--- config.mk ---
export PLATFORM = sky130hd
export DESIGN_NAME = airspeed_average_and_convert_unit
export DESIGN_NICKNAME = d
export VERILOG_FILES = /design/src/design/aac_pkg.sv /design/src/design/aac_front.sv /design/src/design/aac_sqrt.sv /design/src/design/aac_back.sv /design/src/design/airspeed_average_and_convert_unit.sv
export SDC_FILE = /design/constraint.sdc
export NUM_CORES = 2
export LEC_CHECK = 0
export BUFFER_PORTS_ARGS = -buffer_cell sky130_fd_sc_hd__buf_2
export CORE_MARGIN = 2
export CORE_UTILIZATION = 65
export CTS_CLUSTER_DIAMETER = 200
export DETAILED_ROUTE_END_ITERATION = 12
export PLACE_DENSITY = 0.82
export RECOVER_POWER = 25
export SETUP_SLACK_MARGIN = 0.1
export SYNTH_ARGS = -nofsm -noshare
export SYNTH_HDL_FRONTEND = slang
export SYNTH_SLANG_ARGS = --single-unit
--- constraint.sdc ---
create_clock -name clk -period 7.6 [get_ports clk]
set_clock_uncertainty 0.2 [all_clocks]
set_input_delay 1.52 -clock clk [delete_from_list [all_inputs] [get_ports clk]]
set_output_delay 1.52 -clock clk [all_outputs]
set_load 0.02 [all_outputs]
--- src/design/aac_pkg.sv ---
// Shared widths, constants and state encoding for the airspeed average and convert unit.
package aac_pkg;

	// Fixed field widths
	localparam int ADC_W   = 12;
	localparam int SPEED_W = 14;
	localparam int DEV_W   = 12;
	localparam int SCALE_W = 16;
	localparam int PROD_W  = DEV_W + SCALE_W;

	// Scale register reset, about 0.0793 in Q0.16
	localparam logic [SCALE_W-1:0] SCALE_RESET = 16'd5199;
	// Deviation clamp
	localparam logic [DEV_W-1:0] DEV_MAX = 12'd4095;

	// Command queue between front and back
	localparam int FIFO_DEPTH = 2;
	localparam int FIFO_PTR_W = 1;

	// Iteration steps handled per clock by the square root unit
	localparam int SQRT_STEPS = 2;
	localparam int SQRT_CYC   = SPEED_W / SQRT_STEPS;
	localparam int SQRT_CNT_W = 3;

	// Back-end sequencer states
	typedef enum logic [2:0] {
		S_IDLE,
		S_UPDATE,
		S_MEAN,
		S_DIFF,
		S_DEV,
		S_ROOT_LOAD,
		S_ROOT,
		S_OUT
	} back_state_t;

endpackage

--- src/design/aac_front.sv ---
// Input side: accepts items, classifies them and queues them for the back end.
module aac_front #(
	parameter int SAMPLE_BITS = 12
) (
	input  logic                      clk,
	input  logic                      arst_n,
	input  logic                      push,
	output logic                      full,
	input  logic                      action,
	input  logic [aac_pkg::ADC_W-1:0] adc_sample,
	output logic                      cmd_valid,
	output logic                      cmd_capture,
	output logic [SAMPLE_BITS-1:0]    cmd_sample,
	input  logic                      cmd_take
);
	import aac_pkg::*;

	localparam int ENTRY_W = SAMPLE_BITS + 1;

	logic [ADC_W+SAMPLE_BITS-1:0] sample_wide;
	logic [SAMPLE_BITS-1:0]       sample_masked;
	logic [ENTRY_W-1:0]           entry_in;
	logic [ENTRY_W-1:0]           fifo_q [FIFO_DEPTH];
	logic [FIFO_PTR_W-1:0]        wr_ptr_q;
	logic [FIFO_PTR_W-1:0]        rd_ptr_q;
	logic [FIFO_PTR_W:0]          count_q;
	logic                         wr_en;
	logic                         rd_en;

	// Classify: keep only the sample bits the window holds, drop the sample for a capture
	assign sample_wide   = {{SAMPLE_BITS{1'b0}}, adc_sample};
	assign sample_masked = sample_wide[SAMPLE_BITS-1:0];
	assign entry_in      = {action, action ? {SAMPLE_BITS{1'b0}} : sample_masked};

	assign full      = (count_q == (FIFO_PTR_W+1)'(FIFO_DEPTH));
	assign cmd_valid = (count_q != '0);
	assign wr_en     = push && !full;
	assign rd_en     = cmd_take && cmd_valid;

	assign cmd_capture = fifo_q[rd_ptr_q][ENTRY_W-1];
	assign cmd_sample  = fifo_q[rd_ptr_q][SAMPLE_BITS-1:0];

	// Queue storage
	always_ff @(posedge clk) begin
		if (wr_en) begin
			fifo_q[wr_ptr_q] <= entry_in;
		end
	end

	// Pointers and fill count
	always_ff @(posedge clk or negedge arst_n) begin
		if (!arst_n) begin
			wr_ptr_q <= '0;
			rd_ptr_q <= '0;
			count_q  <= '0;
		end else begin
			if (wr_en) begin
				wr_ptr_q <= wr_ptr_q + 1'b1;
			end
			if (rd_en) begin
				rd_ptr_q <= rd_ptr_q + 1'b1;
			end
			if (wr_en && !rd_en) begin
				count_q <= count_q + 1'b1;
			end else if (rd_en && !wr_en) begin
				count_q <= count_q - 1'b1;
			end
		end
	end

endmodule

--- src/design/aac_sqrt.sv ---
// Iterative integer square root, two result bits per clock.
module aac_sqrt (
	input  logic                        clk,
	input  logic                        arst_n,
	input  logic                        start,
	input  logic [aac_pkg::PROD_W-1:0]  radicand,
	output logic                        busy,
	output logic [aac_pkg::SPEED_W-1:0] root
);
	import aac_pkg::*;

	localparam int REM_W = SPEED_W + 2;

	logic [PROD_W-1:0]     rad_q;
	logic [REM_W-1:0]      rem_q;
	logic [SPEED_W-1:0]    root_q;
	logic [SQRT_CNT_W-1:0] cnt_q;
	logic                  busy_q;

	logic [PROD_W-1:0]  rad_nx;
	logic [REM_W-1:0]   rem_nx;
	logic [SPEED_W-1:0] root_nx;
	logic [REM_W-1:0]   trial;

	// Two restoring digit steps: bring in two radicand bits, try 4*root+1
	always_comb begin
		rad_nx  = rad_q;
		rem_nx  = rem_q;
		root_nx = root_q;
		trial   = '0;
		for (int k = 0; k < SQRT_STEPS; k++) begin
			rem_nx = {rem_nx[SPEED_W-1:0], rad_nx[PROD_W-1:PROD_W-2]};
			rad_nx = {rad_nx[PROD_W-3:0], 2'b00};
			trial  = {root_nx, 2'b01};
			if (rem_nx >= trial) begin
				rem_nx  = rem_nx - trial;
				root_nx = {root_nx[SPEED_W-2:0], 1'b1};
			end else begin
				root_nx = {root_nx[SPEED_W-2:0], 1'b0};
			end
		end
	end

	// Working registers
	always_ff @(posedge clk) begin
		if (start) begin
			rad_q  <= radicand;
			rem_q  <= '0;
			root_q <= '0;
		end else if (busy_q) begin
			rad_q  <= rad_nx;
			rem_q  <= rem_nx;
			root_q <= root_nx;
		end
	end

	// Step counter
	always_ff @(posedge clk or negedge arst_n) begin
		if (!arst_n) begin
			busy_q <= 1'b0;
			cnt_q  <= '0;
		end else if (start) begin
			busy_q <= 1'b1;
			cnt_q  <= '0;
		end else if (busy_q) begin
			cnt_q <= cnt_q + 1'b1;
			if (cnt_q == SQRT_CNT_W'(SQRT_CYC - 1)) begin
				busy_q <= 1'b0;
			end
		end
	end

	assign busy = busy_q;
	assign root = root_q;

endmodule

--- src/design/aac_back.sv ---
// Back end: sample window, zero offset, mean and deviation division, square root, result buffer.
module aac_back #(
	parameter int WINDOW_LENGTH = 20,
	parameter int SAMPLE_BITS   = 12
) (
	input  logic                        clk,
	input  logic                        arst_n,
	input  logic                        cmd_valid,
	input  logic                        cmd_capture,
	input  logic [SAMPLE_BITS-1:0]      cmd_sample,
	output logic                        cmd_take,
	input  logic [aac_pkg::SCALE_W-1:0] scale,
	output logic                        empty,
	input  logic                        pop,
	output logic [aac_pkg::SPEED_W-1:0] airspeed_q8_8,
	output logic [aac_pkg::DEV_W-1:0]   deviation,
	output logic                        offset_captured
);
	import aac_pkg::*;

	localparam int SUM_W    = SAMPLE_BITS + $clog2(WINDOW_LENGTH);
	localparam int POS_W    = (WINDOW_LENGTH > 1) ? $clog2(WINDOW_LENGTH) : 1;
	// Reciprocal of the window length, exact for every dividend below 2^SUM_W
	localparam int RECIP_SH = SUM_W + $clog2(WINDOW_LENGTH);
	localparam int RECIP_W  = SUM_W + 1;
	localparam int MUL_W    = SUM_W + RECIP_W;
	localparam longint RECIP_VAL = ((longint'(1) << RECIP_SH) + longint'(WINDOW_LENGTH) - 1)
	                               / longint'(WINDOW_LENGTH);
	localparam logic [RECIP_W-1:0] RECIP = RECIP_W'(RECIP_VAL);
	localparam int EXT_W    = SUM_W + DEV_W;

	back_state_t state_q, state_nx;

	// Window and offset state
	logic [SAMPLE_BITS-1:0] ring_mem [WINDOW_LENGTH];
	logic [SAMPLE_BITS-1:0] ring_rd_q;
	logic [POS_W-1:0]       pos_q;
	logic                   wrapped_q;
	logic [SUM_W-1:0]       sum_q;
	logic [SUM_W-1:0]       offset_q;
	logic                   taken_q;
	logic [SAMPLE_BITS-1:0] sample_q;

	// Division by the window length through a reciprocal multiply
	logic [SUM_W-1:0] div_num_q;
	logic [SUM_W-1:0] div_quo_q;
	logic [MUL_W-1:0] div_prod;
	logic             div_load;
	logic             div_step;
	logic [SUM_W-1:0] div_in;

	// Datapath helpers
	logic [SAMPLE_BITS-1:0] old_sample;
	logic [SUM_W-1:0]       sum_new;
	logic [SUM_W-1:0]       mean_scaled;
	logic [SUM_W-1:0]       diff;
	logic [EXT_W-1:0]       quo_ext;
	logic [DEV_W-1:0]       dev_sat;
	logic [DEV_W-1:0]       dev_q;
	logic [PROD_W-1:0]      radicand;

	// Control
	logic do_capture;
	logic do_update;
	logic sqrt_start;
	logic sqrt_busy;
	logic out_load;
	logic [SPEED_W-1:0] sqrt_root;

	// Result buffer
	logic               out_valid_q;
	logic [SPEED_W-1:0] out_speed_q;
	logic [DEV_W-1:0]   out_dev_q;
	logic               out_taken_q;

	// Entries never written since reset read as zero
	assign old_sample  = wrapped_q ? ring_rd_q : '0;
	assign sum_new     = sum_q - SUM_W'(old_sample) + SUM_W'(sample_q);
	assign mean_scaled = SUM_W'(div_quo_q * WINDOW_LENGTH);
	assign diff        = (mean_scaled >= offset_q) ? (mean_scaled - offset_q)
	                                               : (offset_q - mean_scaled);
	assign quo_ext     = EXT_W'(div_quo_q);
	assign dev_sat     = (quo_ext > EXT_W'(DEV_MAX)) ? DEV_MAX : quo_ext[DEV_W-1:0];
	assign radicand    = PROD_W'(dev_sat) * PROD_W'(scale);
	assign div_prod    = MUL_W'(div_num_q) * MUL_W'(RECIP);

	// Sequencer state register
	always_ff @(posedge clk or negedge arst_n) begin
		if (!arst_n) begin
			state_q <= S_IDLE;
		end else begin
			state_q <= state_nx;
		end
	end

	// Next state and control
	always_comb begin
		state_nx   = state_q;
		cmd_take   = 1'b0;
		do_capture = 1'b0;
		do_update  = 1'b0;
		div_load   = 1'b0;
		div_step   = 1'b0;
		div_in     = sum_q;
		sqrt_start = 1'b0;
		out_load   = 1'b0;
		unique case (state_q)
			S_IDLE: begin
				if (cmd_valid) begin
					cmd_take = 1'b1;
					if (cmd_capture) begin
						do_capture = 1'b1;
						div_load   = 1'b1;
						div_in     = sum_q;
						state_nx   = S_MEAN;
					end else begin
						state_nx = S_UPDATE;
					end
				end
			end
			S_UPDATE: begin
				do_update = 1'b1;
				div_load  = 1'b1;
				div_in    = sum_new;
				state_nx  = S_MEAN;
			end
			S_MEAN: begin
				div_step = 1'b1;
				state_nx = S_DIFF;
			end
			S_DIFF: begin
				div_load = 1'b1;
				div_in   = diff;
				state_nx = S_DEV;
			end
			S_DEV: begin
				div_step = 1'b1;
				state_nx = S_ROOT_LOAD;
			end
			S_ROOT_LOAD: begin
				sqrt_start = 1'b1;
				state_nx   = S_ROOT;
			end
			S_ROOT: begin
				if (!sqrt_busy) begin
					state_nx = S_OUT;
				end
			end
			S_OUT: begin
				if (!out_valid_q || pop) begin
					out_load = 1'b1;
					state_nx = S_IDLE;
				end
			end
			default: begin
				state_nx = S_IDLE;
			end
		endcase
	end

	// Sample ring memory, registered read at the current position
	always_ff @(posedge clk) begin
		if (do_update) begin
			ring_mem[pos_q] <= sample_q;
		end
		ring_rd_q <= ring_mem[pos_q];
	end

	// Window position, sum and zero offset
	always_ff @(posedge clk or negedge arst_n) begin
		if (!arst_n) begin
			pos_q     <= '0;
			wrapped_q <= 1'b0;
			sum_q     <= '0;
			offset_q  <= '0;
			taken_q   <= 1'b0;
		end else begin
			if (do_capture) begin
				offset_q <= sum_q;
				taken_q  <= 1'b1;
			end
			if (do_update) begin
				sum_q <= sum_new;
				if (pos_q == POS_W'(WINDOW_LENGTH - 1)) begin
					pos_q     <= '0;
					wrapped_q <= 1'b1;
				end else begin
					pos_q <= pos_q + 1'b1;
				end
			end
		end
	end

	// Divider operand, quotient and per-item payload
	always_ff @(posedge clk) begin
		if (cmd_take) begin
			sample_q <= cmd_sample;
		end
		if (div_load) begin
			div_num_q <= div_in;
		end
		if (div_step) begin
			div_quo_q <= SUM_W'(div_prod >> RECIP_SH);
		end
		if (sqrt_start) begin
			dev_q <= dev_sat;
		end
	end

	aac_sqrt u_sqrt (
		.clk      (clk),
		.arst_n   (arst_n),
		.start    (sqrt_start),
		.radicand (radicand),
		.busy     (sqrt_busy),
		.root     (sqrt_root)
	);

	// Result buffer
	always_ff @(posedge clk) begin
		if (out_load) begin
			out_speed_q <= sqrt_root;
			out_dev_q   <= dev_q;
			out_taken_q <= taken_q;
		end
	end

	always_ff @(posedge clk or negedge arst_n) begin
		if (!arst_n) begin
			out_valid_q <= 1'b0;
		end else if (out_load) begin
			out_valid_q <= 1'b1;
		end else if (pop) begin
			out_valid_q <= 1'b0;
		end
	end

	assign empty           = !out_valid_q;
	assign airspeed_q8_8   = out_speed_q;
	assign deviation       = out_dev_q;
	assign offset_captured = out_taken_q;

`ifndef SYNTHESIS
	// Write position stays inside the window
	a_pos_in_range: assert property (@(posedge clk) disable iff (!arst_n)
		pos_q <= POS_W'(WINDOW_LENGTH - 1))
		else $error("ring position beyond window");

	// Square root unit is never restarted while it is working
	a_sqrt_no_restart: assert property (@(posedge clk) disable iff (!arst_n)
		sqrt_start |-> !sqrt_busy)
		else $error("square root restarted while busy");

	// A waiting result is not overwritten before it is popped
	a_out_hold: assert property (@(posedge clk) disable iff (!arst_n)
		(out_valid_q && !pop) |=> (out_valid_q && $stable(out_speed_q) && $stable(out_dev_q)))
		else $error("pending result overwritten");

	// A new command is taken only while the sequencer is idle and the square root unit is not busy
	a_take_idle: assert property (@(posedge clk) disable iff (!arst_n)
		cmd_take |-> (state_q == S_IDLE && !sqrt_busy))
		else $error("command taken while busy");
`endif

endmodule

--- src/design/airspeed_average_and_convert_unit.sv ---
// Top level of the airspeed average and convert unit: config register, front end, back end.
//
// Usage:
//   Input queue: drive action/adc_sample with push; the transaction is taken when push is
//   high and full is low. A two-entry command queue sits in front of the datapath.
//   action 0 enters a sample into the moving window, action 1 captures the window sum
//   as the zero offset. Every transaction returns exactly one result.
//   Result queue: while empty is low, airspeed_q8_8/deviation/offset_captured hold the
//   oldest result; pop with empty low takes it. A stalled reader holds one result in the
//   output buffer, one more finished result waits in the back end and up to two commands
//   queue up; then full rises.
//   Config: cfg_data is written to the scale register when cfg_valid and cfg_ready are
//   high; cfg_ready is always high. Write it only while the block is idle.
// Sequencing:
//   The back end works on one command at a time and takes a new one only from idle.
//   A sample passes the window update, two reciprocal multiplies by 1/WINDOW_LENGTH
//   (mean, then deviation) and the iterative square root; a capture skips the update.
// Reset:
//   arst_n clears the window, offset, queues and result buffer; scale returns to 5199.
module airspeed_average_and_convert_unit #(
	parameter int WINDOW_LENGTH = 20,
	parameter int SAMPLE_BITS   = 12
) (
	input  logic                        clk,
	input  logic                        arst_n,
	input  logic                        push,
	output logic                        full,
	input  logic                        action,
	input  logic [aac_pkg::ADC_W-1:0]   adc_sample,
	output logic                        empty,
	input  logic                        pop,
	output logic [aac_pkg::SPEED_W-1:0] airspeed_q8_8,
	output logic [aac_pkg::DEV_W-1:0]   deviation,
	output logic                        offset_captured,
	input  logic                        cfg_valid,
	output logic                        cfg_ready,
	input  logic [aac_pkg::SCALE_W-1:0] cfg_data
);
	import aac_pkg::*;

	logic [SCALE_W-1:0]     scale_q;
	logic                   cmd_valid;
	logic                   cmd_capture;
	logic [SAMPLE_BITS-1:0] cmd_sample;
	logic                   cmd_take;

	// Scale register
	assign cfg_ready = 1'b1;

	always_ff @(posedge clk or negedge arst_n) begin
		if (!arst_n) begin
			scale_q <= SCALE_RESET;
		end else if (cfg_valid && cfg_ready) begin
			scale_q <= cfg_data;
		end
	end

	aac_front #(
		.SAMPLE_BITS (SAMPLE_BITS)
	) u_front (
		.clk         (clk),
		.arst_n      (arst_n),
		.push        (push),
		.full        (full),
		.action      (action),
		.adc_sample  (adc_sample),
		.cmd_valid   (cmd_valid),
		.cmd_capture (cmd_capture),
		.cmd_sample  (cmd_sample),
		.cmd_take    (cmd_take)
	);

	aac_back #(
		.WINDOW_LENGTH (WINDOW_LENGTH),
		.SAMPLE_BITS   (SAMPLE_BITS)
	) u_back (
		.clk             (clk),
		.arst_n          (arst_n),
		.cmd_valid       (cmd_valid),
		.cmd_capture     (cmd_capture),
		.cmd_sample      (cmd_sample),
		.cmd_take        (cmd_take),
		.scale           (scale_q),
		.empty           (empty),
		.pop             (pop),
		.airspeed_q8_8   (airspeed_q8_8),
		.deviation       (deviation),
		.offset_captured (offset_captured)
	);

endmodule
==> report_table.html <==
<table>
<tr><th>Metric</th><th>Value</th></tr>
<tr><th colspan="2">Clocking</th></tr>
<tr><td>Maximum level of the CTS H-tree</td><td>2</td></tr>
<tr><td>TritonCTS clock tree</td><td>yes</td></tr>
<tr><td>Cell at the root of the clock tree</td><td>clkbuf_16</td></tr>
<tr><td>Clock latency at the later pin of the worst-skew pair</td><td>0.63 ns</td></tr>
<tr><td>Clock slew at reported path FFs</td><td>0.06 ns</td></tr>
<tr><td>Cts bufs inserted</td><td>48</td></tr>
<tr><td>Maximum buffer depth of the clock tree</td><td>3</td></tr>
<tr><td>Sinks on the clock net</td><td>484</td></tr>
<tr><td>Post-cts repair resize count</td><td>0</td></tr>
<tr><td>CTS Hold Buffers Added</td><td>0</td></tr>
<tr><td>Post-CTS Setup Bufs</td><td>0</td></tr>
<tr><th colspan="2">Yosys</th></tr>
<tr><td>Number of library cell types mapped by synthesis</td><td>78</td></tr>
<tr><td>Number of flip-flops and latches in the synthesized netlist</td><td>484</td></tr>
<tr><td>Synthesized instance count</td><td>2948</td></tr>
<tr><td>Synthesized-area fraction occupied by ao, oa, aoi and oai cells</td><td>0.0822</td></tr>
<tr><td>Warning count from the yosys run</td><td>0</td></tr>
<tr><td>Fraction of synthesis flops using an asynchronous set or reset pin</td><td>0.143</td></tr>
<tr><td>Multiplexer fraction of the synthesized cell area</td><td>0.0638</td></tr>
<tr><td>Share of synthesized area occupied by flip-flops and latches</td><td>0.409</td></tr>
<tr><td>Post-synthesis simple-gate area fraction</td><td>0.0984</td></tr>
<tr><td>Primary flip-flop cell chosen by synthesis mapping</td><td>edfxtp_1</td></tr>
<tr><td>Adder-cell share of the synthesized area</td><td>0.258</td></tr>
<tr><td>Synthesized-area fraction occupied by xor and xnor cells</td><td>0.0231</td></tr>
<tr><td>Number of enable flip-flop cells after synthesis</td><td>375</td></tr>
<tr><td>Mean instance size in the synthesized netlist</td><td>11.4 sq um</td></tr>
<tr><td>Synth Net Count</td><td>3533</td></tr>
<tr><td>Netlist Area Pre-Place</td><td>0.0338 sq mm</td></tr>
<tr><td>Combinational family with the most area after synthesis</td><td>adder cells</td></tr>
<tr><th colspan="2">Timing</th></tr>
<tr><td>Final setup violating endpoints</td><td>0</td></tr>
<tr><td>Max-slew headroom at the worst pin</td><td>0.0868</td></tr>
<tr><td>RSZ-0062 raised after global routing</td><td>no</td></tr>
<tr><td>Time the worst path needs with I/O delays and setup</td><td>6.67 ns</td></tr>
<tr><td>Total negative slack for setup checks</td><td>0 ns</td></tr>
<tr><td>Final period utilization</td><td>0.878</td></tr>
<tr><td>Highest achievable clock rate</td><td>150 MHz</td></tr>
<tr><td>Final Slew Violations</td><td>0</td></tr>
<tr><td>Final Hold Fails</td><td>0</td></tr>
<tr><td>Worst slew pin tran</td><td>1.37 ns</td></tr>
<tr><td>Worst setup slack after layout</td><td>0.926 ns</td></tr>
<tr><th colspan="2">Global routing</th></tr>
<tr><td>First-pass GRT wire length</td><td>126000 um</td></tr>
<tr><td>Antenna violations before repair</td><td>0</td></tr>
<tr><td>Maximum number of pins on one net before global-route repair</td><td>70</td></tr>
<tr><td>Congestion Overflow GR</td><td>0</td></tr>
<tr><td>GR Util All Layers</td><td>0.302</td></tr>
<tr><td>Via count of the first global-routing pass</td><td>23400</td></tr>
<tr><th colspan="2">Finish</th></tr>
<tr><td>Fill cell instance count of the final layout</td><td>3531</td></tr>
<tr><td>Synthesis-to-finish area growth</td><td>7.70%</td></tr>
<tr><td>Fraction of final layout cells with drive strength greater than 1</td><td>0.0995</td></tr>
<tr><td>Nets</td><td>3551</td></tr>
<tr><th colspan="2">Drt</th></tr>
<tr><td>Residual DRC</td><td>0</td></tr>
<tr><td>Detailed-routing iteration count for the pre-antenna-repair pass</td><td>6</td></tr>
<tr><td>First DRT Iteration DRCs</td><td>2239</td></tr>
<tr><td>Detailed-route vias per instance</td><td>6.12</td></tr>
<tr><td>Post-detailed-route count of antenna-violating nets</td><td>0</td></tr>
<tr><td>Wire length after detailed routing</td><td>78800 um</td></tr>
<tr><td>Total via count after detailed routing</td><td>22600</td></tr>
<tr><td>Routed len/inst</td><td>21.4 um</td></tr>
<tr><th colspan="2">Critical path</th></tr>
<tr><td>Data required time at the worst endpoint</td><td>7.87 ns</td></tr>
<tr><td>Endpoint class of the critical path</td><td>register</td></tr>
<tr><td>Arrival time of the worst setup path</td><td>6.94 ns</td></tr>
<tr><td>Classification of the worst setup path</td><td>register to register</td></tr>
<tr><td>Critical-path maximum fanout</td><td>17</td></tr>
<tr><td>Category of the worst setup path launch point</td><td>register</td></tr>
<tr><th colspan="2">Die</th></tr>
<tr><td>Core footprint</td><td>0.0513 sq mm</td></tr>
<tr><td>Number of cell rows</td><td>83</td></tr>
<tr><td>Vert. Die Dim</td><td>232 um</td></tr>
<tr><td>Ports placed on the boundary</td><td>64</td></tr>
<tr><td>Die boundary width</td><td>232 um</td></tr>
<tr><td>Initial Util</td><td>0.658</td></tr>
<tr><td>Die footprint</td><td>0.0538 sq mm</td></tr>
<tr><th colspan="2">Flow run</th></tr>
<tr><td>Number of maximum-capacitance constraint violations</td><td>0</td></tr>
<tr><th colspan="2">Placement</th></tr>
<tr><td>Placer congestion estimate</td><td>0.931</td></tr>
<tr><td>Final HPWL from detailed placement</td><td>55400 um</td></tr>
<tr><td>DP Worst Slack</td><td>0.994 ns</td></tr>
<tr><td>Count of buffers inserted at the top-level ports</td><td>62</td></tr>
<tr><th colspan="2">Hold path</th></tr>
<tr><td>Hold Path Class</td><td>register to register</td></tr>
<tr><th colspan="2">Outcome</th></tr>
<tr><td>Outcome</td><td>complete, no violations</td></tr>
</table>
==> registers in the layout, summed over array words and instances, names as in the netlist, 14 cells and up <==
register and cells:
u_back.div_num_q 17, u_back.sum_q 17, u_back.ring_mem 240, u_front.fifo_q 26, u_back.u_sqrt.root 14, u_back.offset_q 17
u_back.u_sqrt.rad_q 28, u_back.u_sqrt.rem_q 14, scale_q 16, u_back.airspeed_q8_8 14
==> layout by cell type, fill, tap and decap left out, drive strengths merged, types with 11 or more instances in the layout <==
cell / n
inv: 469
edfxtp: 375
ha: 309
nand2: 267
fa: 242
o21ai: 124
nor2: 100
and2: 93
a21oi: 80
buf: 80
clkbuf: 64
dfrtp: 62
mux4: 60
a21o: 55
xnor2: 55
nor3: 45
mux2: 40
dfxtp: 40
mux2i: 35
nand3: 35
xor2: 34
nand2b: 30
nor2b: 26
clkinv: 20
o211ai: 18
or2: 17
and3: 16
o21a: 16
a211oi: 16
a31oi: 15
nand4: 14
a221o: 14
o31ai: 11
==> kinds of logic (layout without fill, tap and decap cells) <==
kind of cell	count (synthesis)	after routing
fa+ha+maj	551	551
compound gates	419	419
simple gates	685	685
flops	484	484
other cells	1	2
mux	135	135
buf+inv	584	642
xor+xnor	89	89
==> critical path, stage by stage, from the launching register on <==
cell and delay, ns:
edfxtp_1 0.60, or2_2 0.55, and2_1 0.25, fa_1 0.49, fa_1 0.52, fa_1 0.54
fa_1 0.56, inv_1 0.06, fa_1 0.55, inv_1 0.05, ha_1 0.35, a21o_1 0.20
a21o_1 0.17, a21oi_1 0.19, o21ai_0 0.09, a21oi_1 0.18, a211o_1 0.21, o211ai_1 0.16
or4_1 0.49, nand3_1 0.11
==> synth_stat cells, drive strengths merged (60+ instances only) <==
master  instances  area share
dfrtp          62       0.046
a21oi          80       0.012
mux4           60       0.040
ha            309        0.11
nor2          100       0.011
and2           93       0.017
fa            242        0.14
o21ai         124       0.018
nand2         267       0.030
clkbuf        101       0.011
edfxtp        375        0.33
inv           466       0.052
==> stage by stage <==
stage	std cells	util	area, sq um	hold WS [ns]
2_1_floorplan	2948	-	33800	0.200
3_3_place_gp	3596	0.676	34700	0.205
3_5_place_dp	3596	0.676	34700	0.211
4_1_cts	3686	0.709	36400	0.224
5_1_grt	3686	0.708	36300	0.232
6_report	3687	0.709	36300	0.225
==> final cells by class <==
class / instances / area, sq um / area share
clock buffers: 58 / 1280 / 0.0352
well taps: 680 / 851 / 0.0234
inverters: 466 / 1750 / 0.0481
clock inverters: 32 / 418 / 0.0115
flip-flops and latches: 484 / 13800 / 0.380
diodes: 1 / 2.50 / 0.0000688
multi-input cells: 1880 / 17800 / 0.489
repair buffers: 86 / 473 / 0.0130
==> layer usage <==
metal  global-route usage  share of wire
met1                0.412           0.41
met2                0.493           0.48
met3               0.0521          0.083
met4                0.105          0.035
met5                    0              0
==> final timing paths <==
check	start	to	slack [ns]	cells after the start
max	u_back.div_quo_q[12]$_DFFE_PP_	u_back.u_sqrt.rad_q[26]$_DFFE_PP_	0.93	19
min	u_back.dev_q[5]$_DFFE_PP_	u_back.deviation[5]$_DFFE_PP_	0.22	0
max reg2reg	u_back.div_quo_q[12]$_DFFE_PP_	u_back.u_sqrt.rad_q[26]$_DFFE_PP_	0.93	19
min reg2reg	u_back.dev_q[5]$_DFFE_PP_	u_back.deviation[5]$_DFFE_PP_	0.22	0
max in group asynchronous	arst_n	u_back.pos_q[0]$_DFFE_PN0P_	5.57	1
min in group asynchronous	arst_n	u_back.pos_q[3]$_DFFE_PN0P_	0.88	1
Power is not shown: default switching activity piles up to over one toggle a cycle in this logic, so the estimate is an artifact.
